==> config.mk <==
export PLATFORM = sky130hd
export DESIGN_NAME = battery_supervisor_with_gain_ramp
export DESIGN_NICKNAME = d
export VERILOG_FILES = /design/src/hdl/bsgr_pkg.sv /design/src/hdl/bsgr_front.sv /design/src/hdl/bsgr_queue.sv /design/src/hdl/bsgr_back.sv /design/src/hdl/battery_supervisor_with_gain_ramp.sv
export SDC_FILE = /design/constraint.sdc
export NUM_CORES = 1
export LEC_CHECK = 0
export BUFFER_PORTS_ARGS = -buffer_cell sky130_fd_sc_hd__buf_2
export CAP_MARGIN = 25
export CELL_PAD_IN_SITES_DETAIL_PLACEMENT = 0
export CELL_PAD_IN_SITES_GLOBAL_PLACEMENT = 1
export CORE_MARGIN = 2
export CORE_UTILIZATION = 43
export CTS_BUF_LIST = sky130_fd_sc_hd__clkbuf_8
export DETAILED_ROUTE_END_ITERATION = 8
export GPL_TIMING_DRIVEN = 0
export PLACE_DENSITY = 0.8
export SKIP_LAST_GASP = 1
export SLEW_MARGIN = 40
export SYNTH_ARGS = -nofsm -noshare
export SYNTH_HDL_FRONTEND = slang
export SYNTH_SLANG_ARGS = --single-unit
==> constraint.sdc <==
create_clock -name clk -period 5.9 [get_ports clk]
set_clock_uncertainty 0.05 [all_clocks]
set_input_delay 0.295 -clock clk [delete_from_list [all_inputs] [get_ports clk]]
set_output_delay 0.295 -clock clk [all_outputs]
set_load 0.02 [all_outputs]
==> src/hdl/bsgr_pkg.sv <==
// Shared types and constants for the battery supervisor with gain ramp.
// Used by every module of the block; depends on nothing else.
`timescale 1ns / 1ps

package bsgr_pkg;

  // Request types
  localparam logic [2:0] REQ_TICK = 3'd0;
  localparam logic [2:0] REQ_VOLT = 3'd1;
  localparam logic [2:0] REQ_CAP  = 3'd2;
  localparam logic [2:0] REQ_FULL = 3'd3;
  localparam logic [2:0] REQ_PEER = 3'd4;

  // Link roles
  localparam logic [1:0] ROLE_MASTER = 2'd1;
  localparam logic [1:0] ROLE_SLAVE  = 2'd2;

  // Event kinds
  localparam logic [2:0] KIND_GAIN    = 3'd0;
  localparam logic [2:0] KIND_CAP     = 3'd1;
  localparam logic [2:0] KIND_SYNC    = 3'd2;
  localparam logic [2:0] KIND_FULL    = 3'd3;
  localparam logic [2:0] KIND_TOO_LOW = 3'd4;
  localparam logic [2:0] KIND_LOW     = 3'd5;

  // Ramp directions
  localparam logic [1:0] RAMP_NONE = 2'd0;
  localparam logic [1:0] RAMP_UP   = 2'd1;
  localparam logic [1:0] RAMP_DOWN = 2'd2;

  // Register indexes
  localparam logic [1:0] REG_SHUTDOWN = 2'd0;
  localparam logic [1:0] REG_WARNING  = 2'd1;
  localparam logic [1:0] REG_STEP     = 2'd2;
  localparam logic [1:0] REG_PERIOD   = 2'd3;

  localparam logic [22:0] RST_SHUTDOWN_UV = 23'd3400000;
  localparam logic [22:0] RST_WARNING_UV  = 23'd3600000;
  localparam logic [15:0] RST_STEP_TICKS  = 16'd30;
  localparam logic [31:0] RST_PERIOD_MS   = 32'd60000;
  localparam logic [6:0]  RST_PEER_CAP    = 7'd100;

  localparam logic [6:0]        LOW_CAP_LIMIT = 7'd15;
  localparam logic signed [5:0] GAIN_FLOOR    = -6'sd20;
  localparam logic signed [5:0] GAIN_STEP     = 6'sd5;

  // Queue between front and back
  localparam int Q_DEPTH = 2;
  localparam int Q_AW    = $clog2(Q_DEPTH);
  localparam int Q_CW    = $clog2(Q_DEPTH + 1);

  typedef struct packed {
    logic [22:0] shutdown_uv;
    logic [22:0] warning_uv;
    logic [15:0] step_ticks;
    logic [31:0] low_period_ms;
  } cfg_t;

  // Results of one tick, one valid flag per possible event.
  typedef struct packed {
    logic               gain_vld;
    logic signed [5:0]  gain;
    logic               rpt_vld;
    logic               rpt_sync;
    logic [30:0]        rpt_value;
    logic               full_vld;
    logic               volt_vld;
    logic               volt_low;
  } rec_t;

endpackage

==> src/hdl/bsgr_front.sv <==
// Front part: accepts requests, keeps the supervisor state and works out the
// results of each tick as one record. Depends on bsgr_pkg.
`timescale 1ns / 1ps

module bsgr_front import bsgr_pkg::*; (
  input  logic        clk,
  input  logic        rst,
  input  cfg_t        cfg,
  input  logic        accept,
  input  logic [2:0]  req_type,
  input  logic [31:0] now_ms,
  input  logic [22:0] voltage_uv,
  input  logic [6:0]  capacity_pct,
  input  logic [1:0]  link_role,
  output logic        push,
  output rec_t        rec
);

  logic [22:0]       batt_volt, batt_volt_next;
  logic [6:0]        batt_cap, batt_cap_next;
  logic [6:0]        peer_cap, peer_cap_next;
  logic              cap_pend, cap_pend_next;
  logic              full_pend, full_pend_next;
  logic signed [5:0] post_gain, post_gain_next;
  logic [1:0]        ramp_dir, ramp_dir_next;
  logic [15:0]       ramp_ticks, ramp_ticks_next;
  logic [31:0]       last_low, last_low_next;

  logic [1:0]        dir_s;
  logic [15:0]       ticks_s;
  logic              step_now;
  logic              done;
  logic signed [5:0] gain_up, gain_dn, gain_s;
  logic [6:0]        min_cap;
  logic [31:0]       since_low;
  logic              low_due;

  // Gain ramp; a capacity change may restart it with the counter saturated.
  always_comb begin
    dir_s   = ramp_dir;
    ticks_s = ramp_ticks;
    if (cap_pend) begin
      if (batt_cap < LOW_CAP_LIMIT && !post_gain[5]) begin
        dir_s   = RAMP_DOWN;
        ticks_s = '1;
      end
      if (batt_cap >= LOW_CAP_LIMIT && post_gain[5]) begin
        dir_s   = RAMP_UP;
        ticks_s = '1;
      end
    end
    step_now = (dir_s != RAMP_NONE) && (ticks_s >= cfg.step_ticks);
    gain_up  = post_gain + GAIN_STEP;
    gain_dn  = post_gain - GAIN_STEP;
    gain_s   = post_gain;
    done     = 1'b0;
    if (step_now) begin
      if (dir_s == RAMP_UP && post_gain < 0) begin
        if (!gain_up[5]) begin
          gain_s = '0;
          done   = 1'b1;
        end else begin
          gain_s = gain_up;
        end
      end
      if (dir_s == RAMP_DOWN && post_gain > GAIN_FLOOR) begin
        if (gain_dn <= GAIN_FLOOR) begin
          gain_s = GAIN_FLOOR;
          done   = 1'b1;
        end else begin
          gain_s = gain_dn;
        end
      end
    end
  end

  assign min_cap   = (batt_cap > peer_cap) ? peer_cap : batt_cap;
  assign since_low = now_ms - last_low;
  assign low_due   = (since_low >= cfg.low_period_ms) || (last_low == '0);

  always_comb begin
    batt_volt_next  = batt_volt;
    batt_cap_next   = batt_cap;
    peer_cap_next   = peer_cap;
    cap_pend_next   = cap_pend;
    full_pend_next  = full_pend;
    post_gain_next  = post_gain;
    ramp_dir_next   = ramp_dir;
    ramp_ticks_next = ramp_ticks;
    last_low_next   = last_low;
    rec             = '0;
    if (accept) begin
      unique case (req_type)
        REQ_VOLT: batt_volt_next = voltage_uv;
        REQ_CAP: begin
          batt_cap_next = capacity_pct;
          cap_pend_next = 1'b1;
        end
        REQ_FULL: full_pend_next = 1'b1;
        REQ_PEER: begin
          peer_cap_next = capacity_pct;
          cap_pend_next = 1'b1;
        end
        REQ_TICK: begin
          if (dir_s != RAMP_NONE) begin
            post_gain_next  = gain_s;
            ramp_dir_next   = done ? RAMP_NONE : dir_s;
            ramp_ticks_next = step_now ? 16'd1 : ticks_s + 16'd1;
          end
          rec.gain_vld = step_now;
          rec.gain     = gain_s;
          if (cap_pend) begin
            cap_pend_next = 1'b0;
            if (link_role == ROLE_SLAVE) begin
              rec.rpt_vld   = 1'b1;
              rec.rpt_sync  = 1'b1;
              rec.rpt_value = {batt_cap, 1'b0, batt_volt};
            end else if (link_role == ROLE_MASTER) begin
              rec.rpt_vld   = 1'b1;
              rec.rpt_value = {24'd0, min_cap};
            end else begin
              rec.rpt_vld   = 1'b1;
              rec.rpt_value = {24'd0, batt_cap};
            end
          end
          if (full_pend) begin
            full_pend_next = 1'b0;
            rec.full_vld   = 1'b1;
          end
          if (batt_volt <= cfg.shutdown_uv) begin
            rec.volt_vld = 1'b1;
          end else if (batt_volt <= cfg.warning_uv && low_due) begin
            rec.volt_vld  = (link_role != ROLE_SLAVE);
            rec.volt_low  = 1'b1;
            last_low_next = now_ms;
          end
        end
        default: ;
      endcase
    end
  end

  assign push = rec.gain_vld | rec.rpt_vld | rec.full_vld | rec.volt_vld;

  always_ff @(posedge clk) begin
    if (rst) begin
      batt_volt  <= '0;
      batt_cap   <= '0;
      peer_cap   <= RST_PEER_CAP;
      cap_pend   <= 1'b0;
      full_pend  <= 1'b0;
      post_gain  <= '0;
      ramp_dir   <= RAMP_NONE;
      ramp_ticks <= '0;
      last_low   <= '0;
    end else begin
      batt_volt  <= batt_volt_next;
      batt_cap   <= batt_cap_next;
      peer_cap   <= peer_cap_next;
      cap_pend   <= cap_pend_next;
      full_pend  <= full_pend_next;
      post_gain  <= post_gain_next;
      ramp_dir   <= ramp_dir_next;
      ramp_ticks <= ramp_ticks_next;
      last_low   <= last_low_next;
    end
  end

endmodule

==> src/hdl/bsgr_queue.sv <==
// Short record queue between the front and back parts.
// Depends on bsgr_pkg for the record type and depth.
`timescale 1ns / 1ps

module bsgr_queue import bsgr_pkg::*; (
  input  logic clk,
  input  logic rst,
  input  logic push,
  input  rec_t push_data,
  input  logic pop,
  output logic full,
  output logic avail,
  output rec_t pop_data
);

  rec_t              mem [Q_DEPTH];
  logic [Q_AW-1:0]   wr_ptr, rd_ptr;
  logic [Q_CW-1:0]   count;

  assign full     = (count == Q_CW'(Q_DEPTH));
  assign avail    = (count != '0);
  assign pop_data = mem[rd_ptr];

  always_ff @(posedge clk) begin
    if (push) begin
      mem[wr_ptr] <= push_data;
    end
  end

  always_ff @(posedge clk) begin
    if (rst) begin
      wr_ptr <= '0;
      rd_ptr <= '0;
      count  <= '0;
    end else begin
      if (push) begin
        wr_ptr <= wr_ptr + 1'b1;
      end
      if (pop) begin
        rd_ptr <= rd_ptr + 1'b1;
      end
      count <= count + Q_CW'(push) - Q_CW'(pop);
    end
  end

  a_no_push_full: assert property (@(posedge clk) disable iff (rst) !(push && full))
    else $error("queue written while full");
  a_no_pop_empty: assert property (@(posedge clk) disable iff (rst) !(pop && !avail))
    else $error("queue read while empty");
  a_count_bound: assert property (@(posedge clk) disable iff (rst)
                                  count <= Q_CW'(Q_DEPTH))
    else $error("queue count out of range");

endmodule

==> src/hdl/bsgr_back.sv <==
// Back part: takes tick records from the queue and sends their events one per
// cycle while not stalled, through an output register. Depends on bsgr_pkg.
`timescale 1ns / 1ps

module bsgr_back import bsgr_pkg::*; (
  input  logic              clk,
  input  logic              rst,
  input  logic              q_avail,
  input  rec_t              q_data,
  output logic              pop,
  output logic              evt_valid,
  input  logic              evt_stall,
  output logic [2:0]        event_kind,
  output logic signed [5:0] gain_tenth_db,
  output logic [30:0]       report_value,
  output logic              last_of_run
);

  rec_t        cur;
  logic [3:0]  flags;
  logic [3:0]  sel, rem;
  logic        out_free, emit;
  logic [2:0]  kind_s;
  logic [5:0]  gain_s;
  logic [30:0] value_s;

  // Events leave in order gain, capacity, charge full, voltage.
  assign sel      = flags & (~flags + 4'd1);
  assign rem      = flags & ~sel;
  assign out_free = !evt_valid || !evt_stall;
  assign emit     = (flags != '0) && out_free;
  assign pop      = q_avail && ((flags == '0) || (emit && rem == '0));

  always_comb begin
    kind_s  = KIND_GAIN;
    gain_s  = '0;
    value_s = '0;
    priority if (sel[0]) begin
      gain_s = cur.gain;
    end else if (sel[1]) begin
      kind_s  = cur.rpt_sync ? KIND_SYNC : KIND_CAP;
      value_s = cur.rpt_value;
    end else if (sel[2]) begin
      kind_s = KIND_FULL;
    end else begin
      kind_s = cur.volt_low ? KIND_LOW : KIND_TOO_LOW;
    end
  end

  always_ff @(posedge clk) begin
    if (pop) begin
      cur <= q_data;
    end
    if (emit) begin
      event_kind    <= kind_s;
      gain_tenth_db <= gain_s;
      report_value  <= value_s;
      last_of_run   <= (rem == '0);
    end
  end

  always_ff @(posedge clk) begin
    if (rst) begin
      flags     <= '0;
      evt_valid <= 1'b0;
    end else begin
      if (pop) begin
        flags <= {q_data.volt_vld, q_data.full_vld, q_data.rpt_vld, q_data.gain_vld};
      end else if (emit) begin
        flags <= rem;
      end
      if (emit) begin
        evt_valid <= 1'b1;
      end else if (!evt_stall) begin
        evt_valid <= 1'b0;
      end
    end
  end

  a_pop_only_when_done: assert property (@(posedge clk) disable iff (rst)
                                         pop |-> (flags == '0 || rem == '0))
    else $error("record replaced while events remain");
  a_gain_range: assert property (@(posedge clk) disable iff (rst)
      (evt_valid && event_kind == KIND_GAIN) |->
      (gain_tenth_db <= 6'sd0 && gain_tenth_db >= GAIN_FLOOR))
    else $error("gain outside ramp range");
  a_last_ends_record: assert property (@(posedge clk) disable iff (rst)
      (emit && rem == '0) |=> (evt_valid && last_of_run))
    else $error("final event of a tick not marked");

endmodule

==> src/hdl/battery_supervisor_with_gain_ramp.sv <==
// Top level of the battery supervisor: configuration registers and the
// front, queue and back parts. Depends on bsgr_pkg, bsgr_front, bsgr_queue, bsgr_back.
// The first event of a tick passes the record queue, the back record register and its output register.
// Unless stalled: one request per cycle; a tick's events leave one per cycle (up to 4).
// The back part's single output register sets the event rate.
// Reset (synchronous, active high) restores the register defaults and clears the state;
// the peer capacity starts at 100.
`timescale 1ns / 1ps

module battery_supervisor_with_gain_ramp import bsgr_pkg::*; (
  input  logic              clk,
  input  logic              rst,
  input  logic              req_valid,
  output logic              req_stall,
  input  logic [2:0]        req_type,
  input  logic [31:0]       now_ms,
  input  logic [22:0]       voltage_uv,
  input  logic [6:0]        capacity_pct,
  input  logic [1:0]        link_role,
  output logic              evt_valid,
  input  logic              evt_stall,
  output logic [2:0]        event_kind,
  output logic signed [5:0] gain_tenth_db,
  output logic [30:0]       report_value,
  output logic              last_of_run,
  input  logic              psel,
  input  logic              penable,
  input  logic              pwrite,
  input  logic [3:0]        paddr,
  input  logic [31:0]       pwdata,
  output logic [31:0]       prdata,
  output logic              pready
);

  cfg_t cfg;
  logic cfg_wr;
  logic accept;
  logic push, pop, q_full, q_avail;
  rec_t push_rec, pop_rec;

  assign pready = 1'b1;
  assign cfg_wr = psel && penable && pwrite && pready;

  always_ff @(posedge clk) begin
    if (rst) begin
      cfg.shutdown_uv   <= RST_SHUTDOWN_UV;
      cfg.warning_uv    <= RST_WARNING_UV;
      cfg.step_ticks    <= RST_STEP_TICKS;
      cfg.low_period_ms <= RST_PERIOD_MS;
    end else if (cfg_wr) begin
      unique case (paddr[3:2])
        REG_SHUTDOWN: cfg.shutdown_uv   <= pwdata[22:0];
        REG_WARNING:  cfg.warning_uv    <= pwdata[22:0];
        REG_STEP:     cfg.step_ticks    <= pwdata[15:0];
        REG_PERIOD:   cfg.low_period_ms <= pwdata;
        default: ;
      endcase
    end
  end

  always_comb begin
    unique case (paddr[3:2])
      REG_SHUTDOWN: prdata = {9'd0, cfg.shutdown_uv};
      REG_WARNING:  prdata = {9'd0, cfg.warning_uv};
      REG_STEP:     prdata = {16'd0, cfg.step_ticks};
      REG_PERIOD:   prdata = cfg.low_period_ms;
      default:      prdata = '0;
    endcase
  end

  // Requests are held off only while the record queue is full.
  assign req_stall = q_full;
  assign accept    = req_valid && !req_stall;

  bsgr_front u_front (
    .clk          (clk),
    .rst          (rst),
    .cfg          (cfg),
    .accept       (accept),
    .req_type     (req_type),
    .now_ms       (now_ms),
    .voltage_uv   (voltage_uv),
    .capacity_pct (capacity_pct),
    .link_role    (link_role),
    .push         (push),
    .rec          (push_rec)
  );

  bsgr_queue u_queue (
    .clk       (clk),
    .rst       (rst),
    .push      (push),
    .push_data (push_rec),
    .pop       (pop),
    .full      (q_full),
    .avail     (q_avail),
    .pop_data  (pop_rec)
  );

  bsgr_back u_back (
    .clk           (clk),
    .rst           (rst),
    .q_avail       (q_avail),
    .q_data        (pop_rec),
    .pop           (pop),
    .evt_valid     (evt_valid),
    .evt_stall     (evt_stall),
    .event_kind    (event_kind),
    .gain_tenth_db (gain_tenth_db),
    .report_value  (report_value),
    .last_of_run   (last_of_run)
  );

endmodule
=== Word level (Yosys, flattened, before mapping) ===
Memory sizes are Yosys's and may differ from the RTL's. A register that Yosys moved wholly into a read port is not among the register bits.
Cells that the tools add are included.

* Flip-flop bits (word level): 278
* Memory bits (writable): 86
* Bits of input ports: 110
* Memories: 1

* Add/sub/neg operators: 9
* Magnitude comparators: 10
* Eq/ne operators: 14
* Mux-type cells: 44
* Bitwise gates (word level): 9
* Reduce and logical (&&, ||, !) cells: 43

{| class="wikitable"
|+ Memories
! name !! depth !! width !! rd ports !! clocked after Yosys merged registers in !! wr ports !! RTL line !! source
|-
| u_queue.mem || 2 || 43 || 1 || 1 || 1 || bsgr_queue.sv:16 || <nowiki>rec_t mem [Q_DEPTH];</nowiki>
|}

{| class="wikitable"
|+ Operators with widths
! operator !! number
|-
| one-hot mux 32 bit (4 select lines) || 1
|-
| 2-to-1 mux 43 bit || 2
|-
| 2-to-1 mux 16 bit || 4
|-
| less-or-equal comparator 23 bit || 2
|-
| 2-to-1 mux 33 bit || 1
|-
| >= comparator 32 bit || 1
|-
| zero test 32 bit || 1
|-
| subtractor 32 bit || 1
|-
| 2-to-1 mux 31 bit || 1
|-
| 2-to-1 mux 6 bit || 5
|-
| AND reduction 2 bit || 9
|-
| adder 16 x 1 -> 16 bit, second input constant || 1
|-
| >= comparator 16 bit || 1
|-
| 2-to-1 mux 1 bit || 16
|-
| 2-to-1 mux 7 bit || 2
|-
| logical AND 1 bit || 12
|-
| 2-to-1 mux 2 bit || 6
|-
| == test 2 bit, second input constant || 5
|-
| nonzero test 2 bit || 5
|-
| AND 4 bit || 2
|-
| zero test 4 bit || 2
|-
| 2-to-1 mux 4 bit || 2
|-
| NOT 4 bit || 2
|-
| >= comparator 7 x 4 -> 1 bit, second input constant || 1
|-
| 29 further kinds || 44
|}

=== Depth between registers and ports, before layout ===
* Depth in word-level cells: 17
* Mapped depth: 24
* Gate-level depth less buffers: 23

=== Modules after synthesis ===
A second synthesis with hierarchy kept.

* Cells, all modules: 1958
* Area total of the unflattened synthesis: 19880.3 sq um

{| class="wikitable"
|+ Modules (own cells, without submodules)
! module !! instances !! cells an instance !! area an instance (sq um) !! sequential area each (sq um)
|-
| bsgr_front || 1 || 1184 || 8901.0 || 1901.8
|-
| battery_supervisor_with_gain_ramp || 1 || 459 || 4444.3 || 1881.8
|-
| bsgr_queue || 1 || 155 || 3527.1 || 2682.6
|-
| bsgr_back || 1 || 160 || 3007.9 || 2502.4
|}

=== Least setup slack after synthesis ===
OpenSTA, ideal clock, no wires.

* Path type: register to register
* Start: register u_front.last_low[7]
* End: memory u_queue.mem[1][0] (netlist bit) (enable)
* Library setup time: 0.441 ns
* Arrival: 5.491 ns
* Required time: 5.409 ns
* Setup slack: -0.082 ns
* Stages on the path, launching flop included: 21
* Cells stage by stage: dfxtp_1 > inv_1 > ha_1 > a21o_1 > o21a_1 > o41ai_2 > o31ai_2 > a41oi_1 > o21ai_1 > o41ai_2 > xnor2_1 > ha_1 > nand2_1 > o21ai_0 > nor2_1 > a32o_1 > a31oi_2 > o211ai_1 > nand4b_1 > nand2_1 > nor2_1

* Cells in the longest elaborated chain, start to end: 11

{| class="wikitable"
|+ RTL lines
! item !! RTL line !! source
|-
| start, declared || bsgr_front.sv:27 || <nowiki>logic [31:0] last_low, last_low_next;</nowiki>
|-
| start signal, assigned || bsgr_front.sv:165 || <nowiki>last_low <= last_low_next;</nowiki>
|-
| subtractor 32 bit || bsgr_front.sv:78 || <nowiki>assign since_low = now_ms - last_low;</nowiki>
|-
| >= comparator 32 bit || bsgr_front.sv:79 || <nowiki>assign low_due = (since_low >= cfg.low_period_ms) || (last_low == '0);</nowiki>
|-
| logical OR 1 bit (*) || bsgr_front.sv:79 ||
|-
| logical AND 1 bit (*) || bsgr_front.sv:132 || <nowiki>end else if (batt_volt <= cfg.warning_uv && low_due) begin</nowiki>
|-
| 2-to-1 mux 2 bit (*) || bsgr_front.sv:132 ||
|-
| 2-to-1 mux 1 bit (*) || bsgr_front.sv:130 || <nowiki>if (batt_volt <= cfg.shutdown_uv) begin</nowiki>
|-
| 2-to-1 mux 43 bit (*) || bsgr_front.sv:93 || <nowiki>unique case (req_type)</nowiki>
|-
| 2-to-1 mux 43 bit (*) || bsgr_front.sv:92 || <nowiki>if (accept) begin</nowiki>
|-
| bitwise OR 1 bit (*) || bsgr_front.sv:143 || <nowiki>assign push = rec.gain_vld | rec.rpt_vld | rec.full_vld | rec.volt_vld;</nowiki>
|-
| 2-to-1 mux 1 bit (*) || bsgr_queue.sv:25 || <nowiki>if (push) begin</nowiki>
|-
| 2-to-1 mux 1 bit (implied by the code) (*) || bsgr_queue.sv:26 || <nowiki>mem[wr_ptr] <= push_data;</nowiki>
|-
| end, declared || bsgr_queue.sv:16 ||
|}

Mark *: on every way between the ends. The rest lies on a longest branch, timed or not.

=== Worst setup path in the final report ===
* Start: register u_front.last_low[7]
* End: memory u_queue.mem[1][21] (netlist bit) (enable)

The elaborated chain is that of the path after synthesis.

==> reports/qor.yml <==
status: "complete, no violations"
cts_root_buf: "clkbuf_8"
drt-total-wl_um: 53810
arrival_ns: 5.87
areaGrowthSynthToFinish_pct: 22.30
viasPerCell: 5.242
dp_hpwl_um: 41500
p_per_area_nw_per_um2: 310.9
period_needed_ns: 5.555
grt_pass1_wl_um: 83090
cts_buffers: 61
die_height_um: 214.1
seq_area_frac_synth: 0.4662
grt_max_degree: 43
cts_tree: "built"
maxSlewViolCount: 0
slowest_stage: "o41ai_2"
crit_fanout: 17
drc: 0
synth_flop_cell: "dfxtp_1"
timing.fmax_mhz: 180.0
worst_pin_slew_ns: 0.8927
die_x_um: 214.1
routabilityCongestion: 0.9447
reg2reg_slack_ns: 0.35
hold_viol: 0
setup_viol: 0
fin_ws_ns: 0.3454
antenna_found_initial: 3
min_to: "u_front.full_pend"
rsz0062_at_grt: "false"
crit_type: "flip-flop to flip-flop"
start_kind: "flip-flop"
ys_ff_latch: 361
hold_start: "req_valid"
wire_per_inst_um: 18.13
cp_cell_sequence: "inv_1, ha_1, a21o_1, o21a_1, o41ai_2, o31ai_2, a41oi_1, o21ai_1, o41ai_2, xnor2_1, ha_1, nand2_1, o21ai_1, nor2_1, a32o_1, a31oi_2, o211ai_1, nand4b_1, nand2_1, nor2_4, buf_12, buf_16"
final_nets: 2577
pin_count: 186
setup_tns_ns: 0
numPortBuffers: 181
synth_cell_types: 82
core_area_um2: 43360
numClockSinks: 361
use_met2: 0.3896
final_cells: 2968
yosys_warnings: 0
end_kind: "flip-flop"
drtIter0Drc: 920
gr-usage-met3: 0.03745
hold_depth: 4
post-route-period-util: 0.9415
synthArstFlopShare: 0
cts.clk_slew.worst_paths_ns: 0.07
crit_required_ns: 6.21
dp.cells: 2749
vdd_ir_drop_max_v: 0.0002146
synth_edf_count: 162
grt_pass1_vias: 15152
clockBufferDepth: 3
dieArea_um2: 45840
r2r_end: "u_queue.mem[1][21]"
vias: 15557
num_rows: 76
max_slew_margin: 0.4049
postSynthCellCount: 1979
dp_slack_ns: 0.05049
syn_nets: 2228
grt_use_total: 0.2300
hold_path.class: "input pin to flip-flop"
fillers: 4014
crit_family: "compound AO/OA/AOI/OAI gates"
reg2reg_depth: 22
grt-busiest-layer: "met2"
reg2reg_from: "u_front.last_low[7]"
synth_area_per_cell_um2: 9.592
firstDrtPassIters: 5
cap_viol_max_count: 0
htreeDepth: 2
crit_buf_inv: 3
initial_utilization: 0.4378
power_leakage_nw: 9.124
ant_nets: 0
clock_latency_ns: 0.67
cpPeakStageDelay_ns: 0.47
drive_above_1_share: 0.1567
synth_area_um2: 18980
use_met1: 0.2974
overflow: 0
layout by cell type, fill, tap and decap left out, types with 8 or more instances in the layout:
| cell | n |
|---|---|
| or3_1 | 8 |
| ha_1 | 138 |
| a21o_1 | 21 |
| nand3_1 | 27 |
| nand4_1 | 17 |
| mux4_2 | 16 |
| a21oi_1 | 178 |
| clkbuf_1 | 78 |
| and2_1 | 67 |
| and3_1 | 9 |
| nor3_1 | 30 |
| nor4_1 | 12 |
| clkinv_2 | 11 |
| nor2_1 | 149 |
| edfxtp_1 | 162 |
| mux2_2 | 38 |
| mux2i_1 | 66 |
| xor2_1 | 13 |
| dlygate4sd3_1 | 98 |
| o21a_1 | 14 |
| inv_1 | 165 |
| o22ai_1 | 14 |
| a211oi_1 | 20 |
| nand2_1 | 270 |
| nand2b_1 | 29 |
| clkbuf_8 | 79 |
| nor2b_1 | 11 |
| dfxtp_1 | 199 |
| xnor2_1 | 21 |
| o21ai_1 | 9 |
| o21ai_0 | 49 |
| o211ai_1 | 36 |
| buf_2 | 183 |
| a22oi_1 | 9 |
per-layer routing:
metal	routed length [um]	up-vias
li1	-	7678
met1	23650	7353
met2	25660	439
met3	2968	85
met4	1520	2
met5	16	-
registers in the layout, summed over array words and instances, names as in the netlist, 7 cells and up, named ones only:
register	count
u_back.cur	38
u_front.last_low	32
u_front.batt_volt	23
u_front.batt_cap	7
u_front.peer_cap	7
u_back.report_value	30
cfg	94
u_queue.mem	84
u_front.ramp_ticks	16
synth_stat cells (36+ instances only):
| cell type | count | area [um2] |
|---|---|---|
| mux2_2 | 38 | 427.9 |
| o21ai_0 | 50 | 250.2 |
| and2_1 | 67 | 419.2 |
| ha_1 | 138 | 1727 |
| clkbuf_1 | 81 | 304.0 |
| inv_1 | 158 | 593.1 |
| edfxtp_1 | 162 | 4865 |
| a21oi_1 | 179 | 895.9 |
| nor2_1 | 150 | 563.0 |
| o211ai_1 | 36 | 270.3 |
| mux2i_1 | 66 | 660.6 |
| dfxtp_1 | 199 | 3984 |
| nand2_1 | 270 | 1013 |
metrics by stage:
stage	power (mW)	util	hold WS [ns]	cell area, um2
2_1_floorplan	4.134	-	0.3701	18980
3_3_place_gp	4.597	0.4756	0.3913	20620
3_5_place_dp	4.640	0.4781	0.3965	20730
4_1_cts	7.290	0.5340	0.01649	23160
5_1_grt	7.562	0.5353	0.07233	23210
6_report	7.218	0.5354	0.06289	23210
worst reg2reg max path, cell delays in order (launching register included):
cell	delay, ns
dfxtp_1	0.44
inv_1	0.07
ha_1	0.35
a21o_1	0.22
o21a_1	0.22
o41ai_2	0.47
o31ai_2	0.19
a41oi_1	0.30
o21ai_1	0.21
o41ai_2	0.34
xnor2_1	0.14
ha_1	0.33
nand2_1	0.06
o21ai_1	0.23
nor2_1	0.10
a32o_1	0.34
a31oi_2	0.20
o211ai_1	0.16
nand4b_1	0.24
nand2_1	0.13
nor2_4	0.16
buf_12	0.15
buf_16	0.16
cells by family (layout without fill, tap and decap cells):
family / Yosys count / after routing / synth area share
AOI/OAI and AO/OA: 409 / 409 / 0.1330
xor gates and xnor gates: 34 / 34 / 0.01569
adders and majority gates: 140 / 140 / 0.09255
buffers and inverters: 250 / 651 / 0.05174
DFF: 361 / 361 / 0.4662
muxes: 120 / 120 / 0.07633
other: 2 / 5 / 0.0003956
and+or+nand+nor: 663 / 663 / 0.1641
how the worst max path moves through the flow:
| stage | from | end | slack (ns) | cells past startpoint |
|---|---|---|---|---|
| 6_report | u_front.last_low[7] | u_queue.mem[1][21] | 0.35 | 22 |
| 5_1_grt | u_front.last_low[1] | u_queue.mem[1][21] | 0.04 | 23 |
| 4_1_cts | u_front.last_low[7] | u_queue.mem[1][21] | 0.06 | 21 |
| 3_5_place_dp | now_ms[1] | u_queue.mem[1][38] | 0.05 | 22 |
| 3_3_place_gp | now_ms[1] | u_queue.mem[1][20] | -1.02 | 21 |
| 2_1_floorplan | u_front.last_low[7] | u_queue.mem[1][0] | 0.61 | 20 |
report_power, final:
part	internal [mW]	leakage (nW)	switching, mW
Combinational	0.553	5.16	0.964
Clock	1.52	0.781	1.08
Sequential	3.02	3.18	0.0903
layout make-up:
type / instances / area, um2 / area share
Antenna cell: 3 / 7.507 / 0.0003234
Buffer: 91 / 390.4 / 0.01682
Clock buffer: 79 / 1087 / 0.04684
Clock inverter: 36 / 356.6 / 0.01536
Inverter: 159 / 611.8 / 0.02636
Multi-Input combinational cell: 1368 / 9174 / 0.3952
Sequential cell: 361 / 8848 / 0.3812
Tap cell: 585 / 732.0 / 0.03153
Timing Repair Buffer: 286 / 2007 / 0.08645
repair_timing:
item	4_1_cts	5_1_grt
hold buffers	98	0
hold endpoints to repair	173	0
setup buffers	0	3
endpoints found under the setup margin	0	101
resized for setup	0	5
No activity file was read; power rests on OpenSTA's default activity.
